<file path="src/rtl/msie_pkg.sv">
// Package for the MIPS subset executor: payload structs, opcode and funct
// codes, register indexes and storage sizes. No dependencies.
`default_nettype none

package msie_pkg;

  // Storage sizes
  localparam int DATA_WORDS = 4096;
  localparam int DATA_AW    = $clog2(DATA_WORDS);
  localparam int NUM_REGS   = 32;
  localparam int REG_AW     = 5;

  // Reset values
  localparam logic [31:0] TEXT_BASE_RESET = 32'h0040_0000;

  // Configuration register indexes
  localparam logic CFG_TEXT_BASE      = 1'b0;
  localparam logic CFG_PROGRAM_LENGTH = 1'b1;

  // Request kinds
  localparam logic REQ_EXECUTE = 1'b0;
  localparam logic REQ_PRELOAD = 1'b1;

  // Primary opcodes
  localparam logic [5:0] OP_SPECIAL = 6'h00;
  localparam logic [5:0] OP_J       = 6'h02;
  localparam logic [5:0] OP_JAL     = 6'h03;
  localparam logic [5:0] OP_BEQ     = 6'h04;
  localparam logic [5:0] OP_BNE     = 6'h05;
  localparam logic [5:0] OP_ADDIU   = 6'h09;
  localparam logic [5:0] OP_SLTIU   = 6'h0b;
  localparam logic [5:0] OP_ANDI    = 6'h0c;
  localparam logic [5:0] OP_ORI     = 6'h0d;
  localparam logic [5:0] OP_LUI     = 6'h0f;
  localparam logic [5:0] OP_LW      = 6'h23;
  localparam logic [5:0] OP_SW      = 6'h2b;

  // SPECIAL funct codes; anything else runs as subu
  localparam logic [5:0] FN_SLL  = 6'h00;
  localparam logic [5:0] FN_SRL  = 6'h02;
  localparam logic [5:0] FN_JR   = 6'h08;
  localparam logic [5:0] FN_ADDU = 6'h21;
  localparam logic [5:0] FN_AND  = 6'h24;
  localparam logic [5:0] FN_OR   = 6'h25;
  localparam logic [5:0] FN_NOR  = 6'h27;
  localparam logic [5:0] FN_SLTU = 6'h2b;

  // Link register for jal
  localparam logic [REG_AW-1:0] REG_LINK = 5'd31;
  localparam logic [REG_AW-1:0] REG_ZERO = 5'd0;

  // Input request payload
  typedef struct packed {
    logic        req_type;
    logic [31:0] instruction_word;
    logic [11:0] preload_index;
    logic [31:0] preload_value;
  } req_t;

  // Result payload
  typedef struct packed {
    logic [31:0] next_pc;
    logic        reg_written;
    logic [4:0]  dest_index;
    logic [31:0] dest_value;
    logic        store_done;
    logic [31:0] store_address;
    logic [31:0] store_value;
    logic        halted;
  } res_t;

  // Register file write port
  typedef struct packed {
    logic              en;
    logic [REG_AW-1:0] idx;
    logic [31:0]       data;
  } rf_wr_t;

  // Data memory access request
  typedef struct packed {
    logic               we;
    logic               re;
    logic [DATA_AW-1:0] addr;
    logic [31:0]        wdata;
  } mem_req_t;

  // Execute stage output
  typedef struct packed {
    res_t     res;
    logic     load;
    mem_req_t mem;
  } exec_t;

endpackage

`default_nettype wire

</file>
<file path="src/rtl/msie_regfile.sv">
// 32 x 32 general register file, two registered read ports, one write port.
// Depends on msie_pkg. Reset clears per-entry valid bits; invalid reads 0.
`default_nettype none

module msie_regfile (
  input  wire logic                      clk,
  input  wire logic                      rst,
  input  wire logic [msie_pkg::REG_AW-1:0] ra,
  input  wire logic [msie_pkg::REG_AW-1:0] rb,
  input  wire msie_pkg::rf_wr_t          wr,
  output logic [31:0]                    rda,
  output logic [31:0]                    rdb
);

  logic [31:0]                   mem [msie_pkg::NUM_REGS];
  logic [msie_pkg::NUM_REGS-1:0] vld;
  logic [31:0]                   ra_q;
  logic [31:0]                   rb_q;
  logic                          va_q;
  logic                          vb_q;

  // valid bits: cleared at reset, set on first write
  always_ff @(posedge clk) begin
    if (rst) begin
      vld <= '0;
    end else if (wr.en) begin
      vld[wr.idx] <= 1'b1;
    end
  end

  // storage and registered reads (read sees value before this edge's write)
  always_ff @(posedge clk) begin
    if (wr.en) begin
      mem[wr.idx] <= wr.data;
    end
    ra_q <= mem[ra];
    rb_q <= mem[rb];
    va_q <= vld[ra];
    vb_q <= vld[rb];
  end

  assign rda = va_q ? ra_q : 32'd0;
  assign rdb = vb_q ? rb_q : 32'd0;

endmodule

`default_nettype wire

</file>
<file path="config.mk">
export PLATFORM = sky130hd
export DESIGN_NAME = msie_regfile
export DESIGN_NICKNAME = d
export VERILOG_FILES = /design/src/rtl/msie_pkg.sv /design/src/rtl/msie_regfile.sv
export SDC_FILE = /design/constraint.sdc
export NUM_CORES = 1
export LEC_CHECK = 0
export BUFFER_PORTS_ARGS = -buffer_cell sky130_fd_sc_hd__buf_2
export CAP_MARGIN = 20
export CORE_ASPECT_RATIO = 1.2
export CORE_MARGIN = 1.5
export CORE_UTILIZATION = 55
export CTS_CLUSTER_DIAMETER = 30
export DETAILED_ROUTE_END_ITERATION = 10
export GPL_TIMING_DRIVEN = 0
export PLACE_DENSITY = 0.71
export SYNTH_ARGS = -nofsm -noshare
export SYNTH_HDL_FRONTEND = slang
export SYNTH_SLANG_ARGS = --single-unit
export TNS_END_PERCENT = 20
</file>
<file path="constraint.sdc">
create_clock -name clk -period 2.97 [get_ports clk]
set_input_delay 0.1485 -clock clk [delete_from_list [all_inputs] [get_ports clk]]
set_output_delay 0.1485 -clock clk [all_outputs]
set_load 0.02 [all_outputs]
</file>
==> flow_summary.json <==
{
  "place_area_um2": 54810,
  "gp_congestion": 0.9338,
  "status": "complete, no violations",
  "drt_pass1_iterations": 8,
  "ios": 114,
  "peakVddDrop_mv": 0.5895,
  "htreeDepth": 4,
  "rows": 123,
  "final_cell_mix": "mux2i_1, edfxtp_1, a22oi_1, nand3_1, buf_2",
  "detail-route-antenna-nets": 0,
  "timing.fmax_mhz": 336.9,
  "r2r_start": "mem[3][31]",
  "startpoint": "vb_q",
  "grt_pass1_vias": 35938,
  "clock_sinks": 1122,
  "worstHoldStart": "rb[4]",
  "drcViolationCount": 0,
  "critPathMaxFanout": 10,
  "routed_via_density": 6.710,
  "vias": 36233,
  "dieArea_um2": 95910,
  "synthCells": 3633,
  "route.detailed.wl_per_inst_um": 33.05,
  "hp-class": "in -> reg",
  "synth-edff-count": 1024,
  "die_y_um": 339.0,
  "setup_viol": 0,
  "async_reset_ff_share_pct": 0,
  "worstPathRequired_ns": 2.82,
  "grt_max_degree": 33,
  "met3_usage_pct": 8.277,
  "grt_first_pass_wirelength_mm": 247.1,
  "fillers": 6676,
  "layout_commonest_cell": "mux2i_1",
  "ys.flop_type": "edfxtp_1",
  "fin_nets": 4043,
  "met1_usage_pct": 44.31,
  "avgSynthCellArea_um2": 14.24,
  "clockBufferDepth": 3,
  "use_met2_pct": 59.35,
  "port_buffers": 111,
  "worst_pin_slew_ns": 1.158,
  "skew_ns": 0.03882,
  "gr-total-overflow": 0,
  "fp.dieW_um": 283.0,
  "hpwl_mm": 121.5,
  "ys_ff_latch": 1122,
  "numCtsBuffers": 180,
  "arrival_ns": 2.82,
  "cts_root_buf": "clkbuf_16",
  "syn-num-nets": 3683,
  "design_area_um2": 61230,
  "cts.clk_slew.worst_paths_ns": 0.05,
  "yosysSeqAreaShare_pct": 63.23,
  "synth.distinct_cells": 27,
  "track_usage_pct": 36.49,
  "critical_path_class": "reg -> out",
  "finalCritPeriodShare_pct": 99.95,
  "postCtsSetupBuffers": 0,
  "start_kind": "flop",
  "core_um2": 93420,
  "finalHoldViolCount": 0,
  "layout-drive-gt1-share_pct": 15.57,
  "slew_headroom_pct": 22.79,
  "cap_viol_max_count": 0,
  "syn_to_final_growth_pct": 18.36,
  "path_cells": "clkbuf_1 -> and2_1 -> buf_2",
  "drtIter0Drc": 4586,
  "setup_tns_ns": 0,
  "p_per_area_nw_per_um2": 682.3,
  "leakage_nw": 23.19,
  "cpMaxStageDelayCell": "clkbuf_1",
  "cp_slowest_stage_delay_ns": 0.92,
  "end_kind": "output pin",
  "finalCriticalPeriod_ns": 2.969,
  "routed_wl_mm": 178.5,
  "grt-busiest-layer": "met2",
  "antenna_found_initial": 5,
  "rsz0062_at_grt": "false",
  "initial_utilization_pct": 55.38,
  "slew_viol_final": 0,
  "yosysWarnings": 0,
  "cts_tree": "yes",
  "netlist_area_um2": 51730,
  "clock_latency_ns": 0.79
}
==> kinds of logic after synthesis <==
kind of cell	count (synthesis)	synth area share (%)
compound gates	561	7.583
simple gates	618	5.730
mux	1056	20.43
buf+inv	276	3.021
flops	1122	63.23
==> critical path, delay by kind of cell (launching register included) <==
kind / cells / cell delay, ns
buffers and inverters: 2 / 1.08
flip-flops: 1 / 0.71
AND/OR/NAND/NOR: 1 / 0.25
==> final cells by class <==
class / count / area, um^2 / share of cell area (%)
Buffer: 276 / 1564 / 2.554
Antenna cell: 1 / 2.502 / 0.004087
Multi-Input combinational cell: 2235 / 17700 / 28.90
Timing Repair Buffer: 178 / 1604 / 2.620
Sequential cell: 1122 / 32710 / 53.43
Clock buffer: 203 / 4728 / 7.723
Tap cell: 1250 / 1564 / 2.554
Clock inverter: 135 / 1355 / 2.213
==> synthesized netlist by cell type, drive strengths merged (66+ instances only) <==
cell type	count	area, um^2
mux2i	1056	10570
nand3	233	1166
dfxtp	98	1962
nor2	100	377.9
nand2	134	503.0
a22o	66	578.1
a21oi	132	660.6
buf	179	1191
and2	67	419.2
edfxtp	1024	30750
clkbuf	97	371.6
a22oi	330	2477
==> where the power goes <==
part / switching, mW / total (mW) / internal, mW
combinational: 2.36 / 3.45 / 1.09
sequential: 0.123 / 17.7 / 17.6
clock: 7.96 / 20.7 / 12.7
total: 10.4 / 41.8 / 31.3
==> metrics by stage <==
stage | util [%] | setup slack [ns] | hold slack [ns] | std cells | power, mW
final | 65.54 | 0.001354 | 0.1219 | 5400 | 41.77
after global routing | 65.54 | 0.01300 | 0.1076 | 5399 | 42.55
after CTS | 65.54 | 0.02702 | 0.03053 | 5399 | 41.63
after detailed placement | 58.67 | 0.2224 | 0.4370 | 5028 | 21.26
after global placement | 57.65 | -2.127 | 0.4277 | 4994 | 21.18
after floorplan | - | 0.3556 | 0.2209 | 3633 | 19.81
==> what timing repair did <==
action | 4_1_cts | 5_1_grt
hold buffers | 33 | 0
resized for setup | 0 | 3
endpoints found under the hold margin | 1048 | 0
setup endpoints to repair | 0 | 7
==> registers in the layout, indices dropped and copies added (netlist names) <==
name	count
ra_q	32
vld	32
va_q	1
vb_q	1
rb_q	32
mem	1024
==> metal layers <==
metal	wire length [um]	up-vias
li1	-	15043
met1	62500	17871
met2	84300	2610
met3	20330	701
met4	11290	8
met5	57	-
==> final timing paths <==
kind,endpoint,slack (ns),cells past startpoint
setup / recovery,rdb[12],0.001,3
hold / removal,vb_q,0.12,4
setup reg to reg,ra_q[31],1.20,5
hold reg to reg,vld[15],0.50,2
Note: power is estimated with default switching activity, not from simulation.
